===== src/dda_pkg.sv =====
// ----------------------------------------------------------------------------
// dda_pkg
// Shared types and constants of the DDA line rasterizer: field widths,
// mode and register codes, controller states and the command/status bundles.
// ----------------------------------------------------------------------------
package dda_pkg;

  // field widths
  localparam int COORD_W  = 13;
  localparam int COLOR_W  = 24;
  localparam int OFFSET_W = 26;
  localparam int STRIDE_W = 16;
  localparam int BPP_W    = 4;
  localparam int CFG_IDX_W  = 1;
  localparam int CFG_DATA_W = 16;

  // steps count and pixel counter widths
  localparam int STEPS_W = COORD_W;
  localparam int LEFT_W  = COORD_W + 1;

  // screen-space coordinate as seen by the address math
  localparam int SCR_W = COORD_W - 1;

  typedef logic signed [COORD_W-1:0] coord_t;
  typedef logic [COLOR_W-1:0]        color_t;
  typedef logic [OFFSET_W-1:0]       offset_t;
  typedef logic [CFG_IDX_W-1:0]      cfg_idx_t;
  typedef logic [CFG_DATA_W-1:0]     cfg_data_t;

  // request modes
  localparam logic MODE_LOAD = 1'b0;
  localparam logic MODE_TICK = 1'b1;

  // register indexes
  localparam cfg_idx_t REG_ROW_STRIDE      = 1'd0;
  localparam cfg_idx_t REG_BYTES_PER_PIXEL = 1'd1;

  // register reset values
  localparam logic [STRIDE_W-1:0] ROW_STRIDE_RST = 16'd4096;
  localparam logic [BPP_W-1:0]    BPP_RST        = 4'd4;

  // controller states
  typedef enum logic [1:0] {
    ST_IDLE,
    ST_DIV,
    ST_RND,
    ST_ADDR
  } dda_state_t;

  // controller to datapath
  typedef struct packed {
    logic load;
    logic div_step;
    logic tick;
    logic out_load;
  } dda_cmd_t;

  // datapath to controller
  typedef struct packed {
    logic line_active;
    logic div_last;
    logic out_free;
  } dda_sts_t;

endpackage


===== src/dda_if.sv =====
// ----------------------------------------------------------------------------
// dda_if
// Valid/ready channels of the DDA line rasterizer: line and tick requests,
// pixel results and register writes.
// ----------------------------------------------------------------------------

// line and tick requests
interface dda_in_if;
  import dda_pkg::*;
  logic   valid;
  logic   ready;
  logic   mode;
  coord_t start_x;
  coord_t start_y;
  coord_t end_x;
  coord_t end_y;
  color_t line_color;

  modport source (output valid, mode, start_x, start_y, end_x, end_y, line_color,
                  input ready);
  modport sink (input valid, mode, start_x, start_y, end_x, end_y, line_color,
                output ready);
endinterface

// pixel results
interface dda_out_if;
  import dda_pkg::*;
  logic    valid;
  logic    ready;
  coord_t  pixel_x;
  coord_t  pixel_y;
  color_t  pixel_color;
  logic    on_screen;
  offset_t byte_offset;
  logic    last;

  modport source (output valid, pixel_x, pixel_y, pixel_color, on_screen, byte_offset,
                  last, input ready);
  modport sink (input valid, pixel_x, pixel_y, pixel_color, on_screen, byte_offset,
                last, output ready);
endinterface

// register writes
interface dda_cfg_if;
  import dda_pkg::*;
  logic      valid;
  logic      ready;
  cfg_idx_t  index;
  cfg_data_t data;

  modport source (output valid, index, data, input ready);
  modport sink (input valid, index, data, output ready);
endinterface


===== src/dda_line_rasterizer.sv =====
// ----------------------------------------------------------------------------
// dda_line_rasterizer
// DDA line rasterizer: loads a line and steps out one pixel per tick with
// its screen flag and framebuffer byte offset.
// ----------------------------------------------------------------------------
// Usage
//   in_ch  : valid/ready requests; mode 0 loads a line (endpoints, color),
//            mode 1 is a tick that asks for the next pixel of the line.
//   out_ch : valid/ready pixel results, one per tick while a line is active;
//            a tick with no active line produces nothing.
//   cfg_ch : register writes (row stride, bytes per pixel), always ready;
//            write only while the block is idle.
// Timing
//   load : accepted, then the divider yields one quotient bit per cycle for
//          both axes; no further request is taken until it is done.
//   tick : accepted, the round stage registers the pixel, then the address
//          stage loads the result register once out_ch is free; only then is
//          the next request taken, so one tick finishes before the next.
// Reset: registers take stride 4096 and 4 bytes per pixel, no line active,
//   result channel empty.
// Stall: the finished pixel waits in the output register; the block accepts
//   the next request and holds the following pixel until out_ch frees up.
// ----------------------------------------------------------------------------
module dda_line_rasterizer
  import dda_pkg::*;
#(
  parameter int SCREEN_WIDTH  = 1024,
  parameter int SCREEN_HEIGHT = 1024,
  parameter int FRAC_BITS     = 16
) (
  input logic      clk,
  input logic      rst_n,
  dda_in_if.sink   in_ch,
  dda_out_if.source out_ch,
  dda_cfg_if.sink  cfg_ch
);

  dda_cmd_t cmd;
  dda_sts_t sts;

  // register port never stalls
  assign cfg_ch.ready = 1'b1;

  // controller
  dda_ctrl u_ctrl (
    .clk      (clk),
    .rst_n    (rst_n),
    .in_valid (in_ch.valid),
    .in_mode  (in_ch.mode),
    .in_ready (in_ch.ready),
    .sts      (sts),
    .cmd      (cmd)
  );

  // datapath
  dda_dp #(
    .SCREEN_WIDTH  (SCREEN_WIDTH),
    .SCREEN_HEIGHT (SCREEN_HEIGHT),
    .FRAC_BITS     (FRAC_BITS)
  ) u_dp (
    .clk         (clk),
    .rst_n       (rst_n),
    .cmd         (cmd),
    .sts         (sts),
    .start_x     (in_ch.start_x),
    .start_y     (in_ch.start_y),
    .end_x       (in_ch.end_x),
    .end_y       (in_ch.end_y),
    .line_color  (in_ch.line_color),
    .cfg_we      (cfg_ch.valid),
    .cfg_index   (cfg_ch.index),
    .cfg_data    (cfg_ch.data),
    .out_valid   (out_ch.valid),
    .out_ready   (out_ch.ready),
    .pixel_x     (out_ch.pixel_x),
    .pixel_y     (out_ch.pixel_y),
    .pixel_color (out_ch.pixel_color),
    .on_screen   (out_ch.on_screen),
    .byte_offset (out_ch.byte_offset),
    .last        (out_ch.last)
  );

  // no request taken while the divider runs
  a_no_req_in_div: assert property (@(posedge clk) disable iff (!rst_n)
    cmd.div_step |-> !in_ch.ready)
    else $error("request accepted during divide");

  // last divider step makes the line active
  a_div_activates: assert property (@(posedge clk) disable iff (!rst_n)
    (cmd.div_step && sts.div_last) |=> sts.line_active)
    else $error("line not active after divide");

  // pending result is never overwritten
  a_no_overwrite: assert property (@(posedge clk) disable iff (!rst_n)
    cmd.out_load |-> (!out_ch.valid || out_ch.ready))
    else $error("result register overwritten");

  // tick with no line makes no pixel
  a_idle_tick: assert property (@(posedge clk) disable iff (!rst_n)
    (in_ch.valid && in_ch.ready && (in_ch.mode == MODE_TICK) && !sts.line_active)
      |=> !cmd.tick)
    else $error("pixel produced with no active line");

endmodule


===== src/dda_ctrl.sv =====
// ----------------------------------------------------------------------------
// dda_ctrl
// Controller of the DDA line rasterizer: takes requests, runs the increment
// divider on a load and sequences rounding and addressing on a tick.
// ----------------------------------------------------------------------------
module dda_ctrl
  import dda_pkg::*;
(
  input  logic     clk,
  input  logic     rst_n,
  input  logic     in_valid,
  input  logic     in_mode,
  output logic     in_ready,
  input  dda_sts_t sts,
  output dda_cmd_t cmd
);

  dda_state_t state_r, state_nxt;

  // state register
  always_ff @(posedge clk) begin
    if (!rst_n) begin
      state_r <= ST_IDLE;
    end else begin
      state_r <= state_nxt;
    end
  end

  // next state
  always_comb begin
    state_nxt = state_r;
    unique case (state_r)
      ST_IDLE: begin
        if (in_valid) begin
          if (in_mode == MODE_LOAD) begin
            state_nxt = ST_DIV;
          end else if (sts.line_active) begin
            state_nxt = ST_RND;
          end
        end
      end
      ST_DIV: begin
        if (sts.div_last) begin
          state_nxt = ST_IDLE;
        end
      end
      ST_RND: begin
        state_nxt = ST_ADDR;
      end
      ST_ADDR: begin
        if (sts.out_free) begin
          state_nxt = ST_IDLE;
        end
      end
      default: begin
        state_nxt = ST_IDLE;
      end
    endcase
  end

  // outputs
  always_comb begin
    in_ready     = 1'b0;
    cmd          = '0;
    unique case (state_r)
      ST_IDLE: begin
        in_ready = 1'b1;
        cmd.load = in_valid && (in_mode == MODE_LOAD);
      end
      ST_DIV: begin
        cmd.div_step = 1'b1;
      end
      ST_RND: begin
        cmd.tick = 1'b1;
      end
      ST_ADDR: begin
        cmd.out_load = sts.out_free;
      end
      default: begin
        in_ready = 1'b0;
      end
    endcase
  end

endmodule


===== src/dda_dp.sv =====
// ----------------------------------------------------------------------------
// dda_dp
// Datapath of the DDA line rasterizer: configuration registers, line state,
// a two-lane restoring divider for the increments, position rounding and the
// framebuffer address multiply feeding the result register.
// ----------------------------------------------------------------------------
module dda_dp
  import dda_pkg::*;
#(
  parameter int SCREEN_WIDTH  = 1024,
  parameter int SCREEN_HEIGHT = 1024,
  parameter int FRAC_BITS     = 16
) (
  input  logic      clk,
  input  logic      rst_n,
  input  dda_cmd_t  cmd,
  output dda_sts_t  sts,
  // request payload
  input  coord_t    start_x,
  input  coord_t    start_y,
  input  coord_t    end_x,
  input  coord_t    end_y,
  input  color_t    line_color,
  // register writes
  input  logic      cfg_we,
  input  cfg_idx_t  cfg_index,
  input  cfg_data_t cfg_data,
  // result register
  output logic      out_valid,
  input  logic      out_ready,
  output coord_t    pixel_x,
  output coord_t    pixel_y,
  output color_t    pixel_color,
  output logic      on_screen,
  output offset_t   byte_offset,
  output logic      last
);

  localparam int POS_W  = FRAC_BITS + COORD_W + 1;
  localparam int STEP_W = FRAC_BITS + 2;
  localparam int Q_W    = FRAC_BITS + 1;
  localparam int CNT_W  = $clog2(FRAC_BITS + 1);
  localparam int RND_W  = POS_W - FRAC_BITS;
  localparam int REM_W  = STEPS_W + 1;
  localparam logic [CNT_W-1:0] CNT_LAST = CNT_W'(FRAC_BITS);
  localparam logic [POS_W-1:0] HALF     = POS_W'(1) << (FRAC_BITS - 1);
  localparam logic [COORD_W-1:0] SCR_W_LIM = COORD_W'(SCREEN_WIDTH);
  localparam logic [COORD_W-1:0] SCR_H_LIM = COORD_W'(SCREEN_HEIGHT);

  // configuration
  logic [STRIDE_W-1:0] stride_r;
  logic [BPP_W-1:0]    bpp_r;

  // line state
  logic                     active_r;
  logic signed [POS_W-1:0]  pos_x_r, pos_y_r;
  logic signed [STEP_W-1:0] step_x_r, step_y_r;
  logic [LEFT_W-1:0]        left_r;
  color_t                   color_r;

  // divider state
  logic [REM_W-1:0]   rem_x_r, rem_y_r;
  logic [Q_W-1:0]     q_x_r, q_y_r;
  logic [STEPS_W-1:0] steps_r;
  logic               neg_x_r, neg_y_r, zero_r;
  logic [CNT_W-1:0]   cnt_r;

  // rounded pixel
  coord_t x_r, y_r;
  logic   vis_r, last_px_r;

  // result register
  logic    out_valid_r;
  coord_t  out_x_r, out_y_r;
  color_t  out_color_r;
  logic    out_vis_r, out_last_r;
  offset_t out_off_r;

  // configuration writes
  always_ff @(posedge clk) begin
    if (!rst_n) begin
      stride_r <= ROW_STRIDE_RST;
      bpp_r    <= BPP_RST;
    end else if (cfg_we) begin
      unique case (cfg_index)
        REG_ROW_STRIDE:      stride_r <= cfg_data;
        REG_BYTES_PER_PIXEL: bpp_r    <= cfg_data[BPP_W-1:0];
        default:             stride_r <= stride_r;
      endcase
    end
  end

  // line setup: deltas, magnitudes and step count
  logic signed [COORD_W:0] dx, dy;
  logic [STEPS_W-1:0]      adx, ady, steps;

  always_comb begin
    dx    = (COORD_W+1)'(end_x) - (COORD_W+1)'(start_x);
    dy    = (COORD_W+1)'(end_y) - (COORD_W+1)'(start_y);
    adx   = dx[COORD_W] ? STEPS_W'(-dx) : STEPS_W'(dx);
    ady   = dy[COORD_W] ? STEPS_W'(-dy) : STEPS_W'(dy);
    steps = (adx > ady) ? adx : ady;
  end

  // one quotient bit per lane and cycle
  logic [REM_W-1:0]  ge_x_rem, ge_y_rem, rem_x_nxt, rem_y_nxt;
  logic              bit_x, bit_y;
  logic [Q_W-1:0]    q_x_nxt, q_y_nxt;
  logic [STEP_W-1:0] qx_ext, qy_ext, step_x_nxt, step_y_nxt;

  always_comb begin
    bit_x     = rem_x_r >= REM_W'(steps_r);
    bit_y     = rem_y_r >= REM_W'(steps_r);
    ge_x_rem  = bit_x ? (rem_x_r - REM_W'(steps_r)) : rem_x_r;
    ge_y_rem  = bit_y ? (rem_y_r - REM_W'(steps_r)) : rem_y_r;
    rem_x_nxt = ge_x_rem << 1;
    rem_y_nxt = ge_y_rem << 1;
    q_x_nxt   = {q_x_r[Q_W-2:0], bit_x};
    q_y_nxt   = {q_y_r[Q_W-2:0], bit_y};
    qx_ext    = STEP_W'(q_x_nxt);
    qy_ext    = STEP_W'(q_y_nxt);
    // zero-length line keeps both increments at zero
    step_x_nxt = zero_r ? '0 : (neg_x_r ? -qx_ext : qx_ext);
    step_y_nxt = zero_r ? '0 : (neg_y_r ? -qy_ext : qy_ext);
  end

  // round half away from zero
  logic [POS_W-1:0] mag_x, mag_y, sum_x, sum_y;
  logic [RND_W-1:0] rx, ry, cx, cy;
  logic             vis_nxt;

  always_comb begin
    mag_x   = pos_x_r[POS_W-1] ? POS_W'(-pos_x_r) : POS_W'(pos_x_r);
    mag_y   = pos_y_r[POS_W-1] ? POS_W'(-pos_y_r) : POS_W'(pos_y_r);
    sum_x   = mag_x + HALF;
    sum_y   = mag_y + HALF;
    rx      = sum_x[POS_W-1:FRAC_BITS];
    ry      = sum_y[POS_W-1:FRAC_BITS];
    cx      = pos_x_r[POS_W-1] ? -rx : rx;
    cy      = pos_y_r[POS_W-1] ? -ry : ry;
    vis_nxt = !cx[RND_W-1] && (cx[COORD_W-1:0] < SCR_W_LIM)
           && !cy[RND_W-1] && (cy[COORD_W-1:0] < SCR_H_LIM);
  end

  // line state, divider and rounding registers
  always_ff @(posedge clk) begin
    if (!rst_n) begin
      active_r <= 1'b0;
      pos_x_r  <= '0;
      pos_y_r  <= '0;
      step_x_r <= '0;
      step_y_r <= '0;
      left_r   <= '0;
      color_r  <= '0;
      cnt_r    <= '0;
    end else begin
      if (cmd.load) begin
        active_r <= 1'b0;
        pos_x_r  <= POS_W'(start_x) <<< FRAC_BITS;
        pos_y_r  <= POS_W'(start_y) <<< FRAC_BITS;
        left_r   <= LEFT_W'(steps) + LEFT_W'(1);
        color_r  <= line_color;
        cnt_r    <= '0;
      end else if (cmd.div_step) begin
        cnt_r <= cnt_r + CNT_W'(1);
        if (cnt_r == CNT_LAST) begin
          step_x_r <= step_x_nxt;
          step_y_r <= step_y_nxt;
          active_r <= 1'b1;
        end
      end else if (cmd.tick) begin
        pos_x_r <= pos_x_r + POS_W'(step_x_r);
        pos_y_r <= pos_y_r + POS_W'(step_y_r);
        left_r  <= left_r - LEFT_W'(1);
        if (left_r <= LEFT_W'(1)) begin
          active_r <= 1'b0;
        end
      end
    end
  end

  // divider and rounded pixel payload
  always_ff @(posedge clk) begin
    if (cmd.load) begin
      rem_x_r <= REM_W'(adx);
      rem_y_r <= REM_W'(ady);
      q_x_r   <= '0;
      q_y_r   <= '0;
      steps_r <= steps;
      neg_x_r <= dx[COORD_W];
      neg_y_r <= dy[COORD_W];
      zero_r  <= (steps == '0);
    end else if (cmd.div_step) begin
      rem_x_r <= rem_x_nxt;
      rem_y_r <= rem_y_nxt;
      q_x_r   <= q_x_nxt;
      q_y_r   <= q_y_nxt;
    end
    if (cmd.tick) begin
      x_r       <= cx[COORD_W-1:0];
      y_r       <= cy[COORD_W-1:0];
      vis_r     <= vis_nxt;
      last_px_r <= (left_r <= LEFT_W'(1));
    end
  end

  // framebuffer offset
  logic [STRIDE_W+SCR_W-1:0] prod_y;
  logic [BPP_W+SCR_W-1:0]    prod_x;
  logic [STRIDE_W+SCR_W-1:0] off_sum;

  always_comb begin
    prod_y  = (STRIDE_W+SCR_W)'(y_r[SCR_W-1:0]) * (STRIDE_W+SCR_W)'(stride_r);
    prod_x  = (BPP_W+SCR_W)'(x_r[SCR_W-1:0]) * (BPP_W+SCR_W)'(bpp_r);
    off_sum = prod_y + (STRIDE_W+SCR_W)'(prod_x);
  end

  // result valid
  always_ff @(posedge clk) begin
    if (!rst_n) begin
      out_valid_r <= 1'b0;
    end else if (cmd.out_load) begin
      out_valid_r <= 1'b1;
    end else if (out_ready) begin
      out_valid_r <= 1'b0;
    end
  end

  // result payload
  always_ff @(posedge clk) begin
    if (cmd.out_load) begin
      out_x_r     <= x_r;
      out_y_r     <= y_r;
      out_color_r <= color_r;
      out_vis_r   <= vis_r;
      out_last_r  <= last_px_r;
      out_off_r   <= vis_r ? off_sum[OFFSET_W-1:0] : '0;
    end
  end

  assign sts.line_active = active_r;
  assign sts.div_last    = (cnt_r == CNT_LAST);
  assign sts.out_free    = !out_valid_r || out_ready;

  assign out_valid   = out_valid_r;
  assign pixel_x     = out_x_r;
  assign pixel_y     = out_y_r;
  assign pixel_color = out_color_r;
  assign on_screen   = out_vis_r;
  assign byte_offset = out_off_r;
  assign last        = out_last_r;

endmodule

===== src/flat_wrapper.sv =====
// flat-port wrapper written by rule: the top's interface ports become plain ports
module dda_line_rasterizer_flat import dda_pkg::*;
#(
  parameter int SCREEN_WIDTH  = 1024,
  parameter int SCREEN_HEIGHT = 1024,
  parameter int FRAC_BITS     = 16
)
  (clk, rst_n, in_ch_valid, in_ch_mode, in_ch_start_x, in_ch_start_y, in_ch_end_x, in_ch_end_y, in_ch_line_color, in_ch_ready, out_ch_valid, out_ch_pixel_x, out_ch_pixel_y, out_ch_pixel_color, out_ch_on_screen, out_ch_byte_offset, out_ch_last, out_ch_ready, cfg_ch_valid, cfg_ch_index, cfg_ch_data, cfg_ch_ready);
  dda_in_if in_ch_i ();
  dda_out_if out_ch_i ();
  dda_cfg_if cfg_ch_i ();
  input logic clk;
  input logic rst_n;
  input wire logic [$bits(in_ch_i.valid)-1:0] in_ch_valid;
  input wire logic [$bits(in_ch_i.mode)-1:0] in_ch_mode;
  input wire logic [$bits(in_ch_i.start_x)-1:0] in_ch_start_x;
  input wire logic [$bits(in_ch_i.start_y)-1:0] in_ch_start_y;
  input wire logic [$bits(in_ch_i.end_x)-1:0] in_ch_end_x;
  input wire logic [$bits(in_ch_i.end_y)-1:0] in_ch_end_y;
  input wire logic [$bits(in_ch_i.line_color)-1:0] in_ch_line_color;
  output wire logic [$bits(in_ch_i.ready)-1:0] in_ch_ready;
  output wire logic [$bits(out_ch_i.valid)-1:0] out_ch_valid;
  output wire logic [$bits(out_ch_i.pixel_x)-1:0] out_ch_pixel_x;
  output wire logic [$bits(out_ch_i.pixel_y)-1:0] out_ch_pixel_y;
  output wire logic [$bits(out_ch_i.pixel_color)-1:0] out_ch_pixel_color;
  output wire logic [$bits(out_ch_i.on_screen)-1:0] out_ch_on_screen;
  output wire logic [$bits(out_ch_i.byte_offset)-1:0] out_ch_byte_offset;
  output wire logic [$bits(out_ch_i.last)-1:0] out_ch_last;
  input wire logic [$bits(out_ch_i.ready)-1:0] out_ch_ready;
  input wire logic [$bits(cfg_ch_i.valid)-1:0] cfg_ch_valid;
  input wire logic [$bits(cfg_ch_i.index)-1:0] cfg_ch_index;
  input wire logic [$bits(cfg_ch_i.data)-1:0] cfg_ch_data;
  output wire logic [$bits(cfg_ch_i.ready)-1:0] cfg_ch_ready;
  assign in_ch_i.valid = in_ch_valid;
  assign in_ch_i.mode = in_ch_mode;
  assign in_ch_i.start_x = in_ch_start_x;
  assign in_ch_i.start_y = in_ch_start_y;
  assign in_ch_i.end_x = in_ch_end_x;
  assign in_ch_i.end_y = in_ch_end_y;
  assign in_ch_i.line_color = in_ch_line_color;
  assign in_ch_ready = in_ch_i.ready;
  assign out_ch_valid = out_ch_i.valid;
  assign out_ch_pixel_x = out_ch_i.pixel_x;
  assign out_ch_pixel_y = out_ch_i.pixel_y;
  assign out_ch_pixel_color = out_ch_i.pixel_color;
  assign out_ch_on_screen = out_ch_i.on_screen;
  assign out_ch_byte_offset = out_ch_i.byte_offset;
  assign out_ch_last = out_ch_i.last;
  assign out_ch_i.ready = out_ch_ready;
  assign cfg_ch_i.valid = cfg_ch_valid;
  assign cfg_ch_i.index = cfg_ch_index;
  assign cfg_ch_i.data = cfg_ch_data;
  assign cfg_ch_ready = cfg_ch_i.ready;
  dda_line_rasterizer #(.SCREEN_WIDTH(SCREEN_WIDTH), .SCREEN_HEIGHT(SCREEN_HEIGHT), .FRAC_BITS(FRAC_BITS)) u_core (.clk(clk), .rst_n(rst_n), .in_ch(in_ch_i), .out_ch(out_ch_i), .cfg_ch(cfg_ch_i));
endmodule

===== config.mk =====
export PLATFORM = sky130hd
export DESIGN_NAME = dda_line_rasterizer_flat
export DESIGN_NICKNAME = d
export VERILOG_FILES = /design/src/dda_pkg.sv /design/src/dda_if.sv /design/src/dda_line_rasterizer.sv /design/src/dda_ctrl.sv /design/src/dda_dp.sv /design/src/flat_wrapper.sv
export SDC_FILE = /design/constraint.sdc
export NUM_CORES = 2
export LEC_CHECK = 0
export BUFFER_PORTS_ARGS = -buffer_cell sky130_fd_sc_hd__buf_2
export CAP_MARGIN = 40
export CORE_UTILIZATION = 60
export CTS_CLUSTER_SIZE = 14
export DETAILED_ROUTE_END_ITERATION = 10
export PLACE_DENSITY_LB_ADDON = 0.12
export SETUP_SLACK_MARGIN = 0.2
export SKIP_CTS_REPAIR_TIMING = 1
export SLEW_MARGIN = 20
export SYNTH_ARGS = -nofsm -noshare
export SYNTH_HDL_FRONTEND = slang
export SYNTH_SLANG_ARGS = --single-unit

===== constraint.sdc =====
create_clock -name clk -period 9.9 [get_ports clk]
set_clock_uncertainty 0.2 [all_clocks]
set_input_delay 0.99 -clock clk [delete_from_list [all_inputs] [get_ports clk]]
set_output_delay 0.99 -clock clk [all_outputs]
set_load 0.03 [all_outputs]

==> summary.txt <==
Cell area after synthesis: 31000 µm²
Number of cell rows: 82
CTS root buffer: clkbuf_16
Crit path kind: flip-flop to flip-flop
Seq pwr share: 29.7%
Max FO, Critical Path: 5
GR Overflow Total: 0
RSZ-0062 raised after global routing: no
Final Max Slew Viols: 0
P_leak: 15.0 nW
Routed WL: 80300 µm
I/O Pins: 180
Slowest CP cell: fa_1
Global-route wire length before repair: 131000 µm
Detailed Place HPWL: 60600 µm
Initial Utilization: 61.4%
Dpl ws: 1.11 ns
Largest net degree at the start of global routing: 73
Final GP Congestion: 0.915
Fmax: 112 MHz
Synth Warn #: 0
Setup TNS: 0 ns
CTS tree: yes
Via count: 26.2k
Sequential area share after synthesis: 27.0%
Core ar.: 50600 µm²
Layout cells sized above 1: 9.19%
# fillers: 4213
Critical Path AT: 9.03 ns
Final Hold Vio Count: 0
H-Tree Depth: 2
Combinational power share: 43.0%
Final net count: 4204
Port Buffers: 178
Switching portion of total power: 37.9%
DRT iter0 DRCs: 1513
Post-Layout Inst Area: 33800 µm²
CP endpoint kind: flip-flop
Final setup fails: 0
P_int: 3.60 mW
Gate Count Post-Synth: 3584
CTS max path bufs: 3
Die Y-Extent: 229 µm
Die X: 229 µm
Syn avg cell area: 8.66 µm²
Full die area: 52700 µm²
Post-synth EDFFs: 148
Clock sinks: 345
Routed vias/inst: 5.98
Switching pwr: 2.19 mW
Syn nets: 4119
Worst Max-Slew Pin Slew: 0.901 ns
Worst hold-check path type: flip-flop to flip-flop
Register bit count reported by yosys: 345
CP required: 10.03 ns
Vias in the first global route: 26.5k
Pre-Repair DR Iteration Count: 5
WL/cell: 18.4 µm
Area Growth Syn to Fin: 8.91%
Slew headroom: 39.7%
Final Cycle Share: 89.9%
Post-synthesis async set-or-reset flop share: 0%
Status: completed
Area of the multi-input gates: 20700 µm²
Initial antenna violation count: 5
Setup WS post-layout: 1.00 ns
Sequential Area: 8390 µm²
Distinct cells, synth: 98
Total CTS buffers: 41
Synth Flop Type: dfxtp_1
Critical path's top delay family: adder cells
Clock network fraction of design power: 27.3%
Final ANT Viol Nets: 0
Placed cell areas: 32400 µm²
Max-cap viol count: 0
Clk slew on worst S/H paths: 0.06 ns
CP peak stage delay: 0.54 ns
Total GRT Usage: 30.5%
Peak VDD IR: 218 µV
Worst setup SP type: flip-flop
Crit path time final: 8.90 ns
Worst Path Buf+Inv: 4
Tot Pwr: 5.79 mW
Drc violations: 0
Worst-Skew Late Latency: 0.59 ns
Power density over cell area: 171 nW/µm²
[state kept, by name, indices dropped and copies added (netlist names), 14 cells and up]
| name | cells |
|---|---|
| u_core.u_dp.pos_x_r | 30 |
| u_core.u_dp.pos_y_r | 30 |
| u_core.u_dp.byte_offset | 26 |
| u_core.u_dp.color_r | 24 |
| u_core.u_dp.pixel_color | 24 |
| u_core.u_dp.step_x_r | 18 |
| u_core.u_dp.step_y_r | 18 |
| u_core.u_dp.q_x_r | 16 |
| u_core.u_dp.q_y_r | 16 |
| u_core.u_dp.stride_r | 16 |
| u_core.u_dp.left_r | 14 |
| u_core.u_dp.rem_x_r | 14 |
| u_core.u_dp.rem_y_r | 14 |
[power by group through the flow]
stage               clock [mW]  sequential (mW)  combinational (mW)
finish                    1.58             1.72                2.49
global route              1.66             1.73                2.79
CTS                       1.61             1.72                2.48
detailed placement           0             1.75                2.44
global placement             0             1.74                2.36
floorplan                    0             1.71                1.91
[per-layer routing]
metal	share of wire [%]	vias to the layer above	global-route usage, %
met5	0	-	0
met2	50	705	53.7
met1	42	12700	37.0
li1	-	12600	-
met3	4.7	164	3.80
met4	4.2	0	14.4
[cells in the final DEF (no fill, tap or decap), drive strengths merged, types with 59 or more instances in the layout]
| cell type | synthesis | final |
|---|---|---|
| o21ai | 204 | 204 |
| fa | 185 | 185 |
| nor2 | 140 | 140 |
| a21oi | 156 | 156 |
| nand3 | 65 | 65 |
| xor2 | 89 | 89 |
| nor3 | 62 | 62 |
| nand2 | 500 | 500 |
| xnor2 | 129 | 129 |
| and2 | 173 | 173 |
| inv | 341 | 348 |
| nor2b | 59 | 59 |
| ha | 251 | 251 |
| dfxtp | 197 | 197 |
| edfxtp | 148 | 148 |
| a21boi | 61 | 61 |
| buf | 25 | 204 |
[worst reg2reg max path, delay by kind of cell (launching register included)]
| family | cells | cell delay [ns] |
|---|---|---|
| buf+inv | 4 | 0.19 |
| fa+ha+maj | 10 | 4.24 |
| flops | 1 | 0.44 |
| simple gates | 5 | 0.77 |
| xor+xnor | 2 | 0.26 |
| compound gates | 12 | 2.53 |
[final cells by class]
type | count | share of cell area, %
clock buffers | 50 | 3.45
flip-flops and latches | 345 | 24.8
repair buffers | 205 | 3.32
multi-input cells | 2731 | 61.4
inverters | 345 | 3.84
diodes | 5 | 0.0370
clock inverters | 24 | 0.707
well taps | 672 | 2.49
[per-stage QoR]
| step | hold slack, ns | utilization (%) | cells |
|---|---|---|---|
| 2_1_floorplan | 0.200 | - | 3584 |
| 3_3_place_gp | 0.203 | 63.9 | 4294 |
| 3_5_place_dp | 0.207 | 64.0 | 4296 |
| 4_1_cts | 0.220 | 66.8 | 4370 |
| 5_1_grt | 0.220 | 66.8 | 4377 |
| 6_report | 0.218 | 66.8 | 4377 |
[worst paths after layout]
| path | startpoint | end | slack [ns] | depth (start not counted) |
|---|---|---|---|---|
| setup reg to reg | u_core.u_dp.x_r[1]$_DFFE_PP_ | u_core.u_dp.byte_offset[22]$_SDFFCE_PN0P_ | 1.00 | 33 |
| hold reg to reg | u_core.u_dp.last_px_r$_DFFE_PP_ | u_core.u_dp.last$_DFFE_PP_ | 0.22 | 0 |
| setup / recovery | u_core.u_dp.x_r[1]$_DFFE_PP_ | u_core.u_dp.byte_offset[22]$_SDFFCE_PN0P_ | 1.00 | 33 |
| hold / removal | u_core.u_dp.last_px_r$_DFFE_PP_ | u_core.u_dp.last$_DFFE_PP_ | 0.22 | 0 |
[cell usage after synthesis, types with 11 or more instances]
master | n | area, µm²
and3_1 | 31 | 194
dfxtp_1 | 197 | 3940
o211ai_1 | 30 | 225
a211oi_1 | 27 | 203
xor2_1 | 89 | 780
nand3b_1 | 12 | 90.1
nor4_1 | 20 | 125
edfxtp_1 | 148 | 4440
or2_2 | 15 | 93.8
nand2_1 | 500 | 1880
clkbuf_1 | 137 | 514
mux2_2 | 12 | 135
a311oi_1 | 12 | 105
a21o_1 | 52 | 390
a22oi_1 | 30 | 225
nand2b_1 | 46 | 288
o21a_1 | 21 | 158
o211a_1 | 12 | 120
nor2b_1 | 59 | 369
o21bai_1 | 12 | 90.1
and4_1 | 13 | 114
or3_1 | 28 | 175
o21ai_0 | 197 | 986
ha_1 | 251 | 3140
and2_1 | 173 | 1080
a31oi_1 | 29 | 181
buf_1 | 11 | 41.3
fa_1 | 185 | 3700
nand4_1 | 25 | 156
nor2_1 | 140 | 526
inv_1 | 341 | 1280
nand3_1 | 64 | 320
o31ai_1 | 30 | 225
nor3_1 | 62 | 310
a21oi_1 | 154 | 771
a21boi_0 | 61 | 458
mux2i_1 | 34 | 340
xnor2_1 | 129 | 1130
[logic make-up after synthesis]
logic type | count (synthesis) | share of synthesized area, %
mux | 46 | 1.53
compound gates | 782 | 16.7
simple gates | 1246 | 20.2
flops | 345 | 27.0
xor+xnor | 220 | 6.30
other cells | 1 | 0.0121
buf+inv | 508 | 6.24
fa+ha+maj | 436 | 22.0
Note: power is estimated with default switching activity, not from simulation.
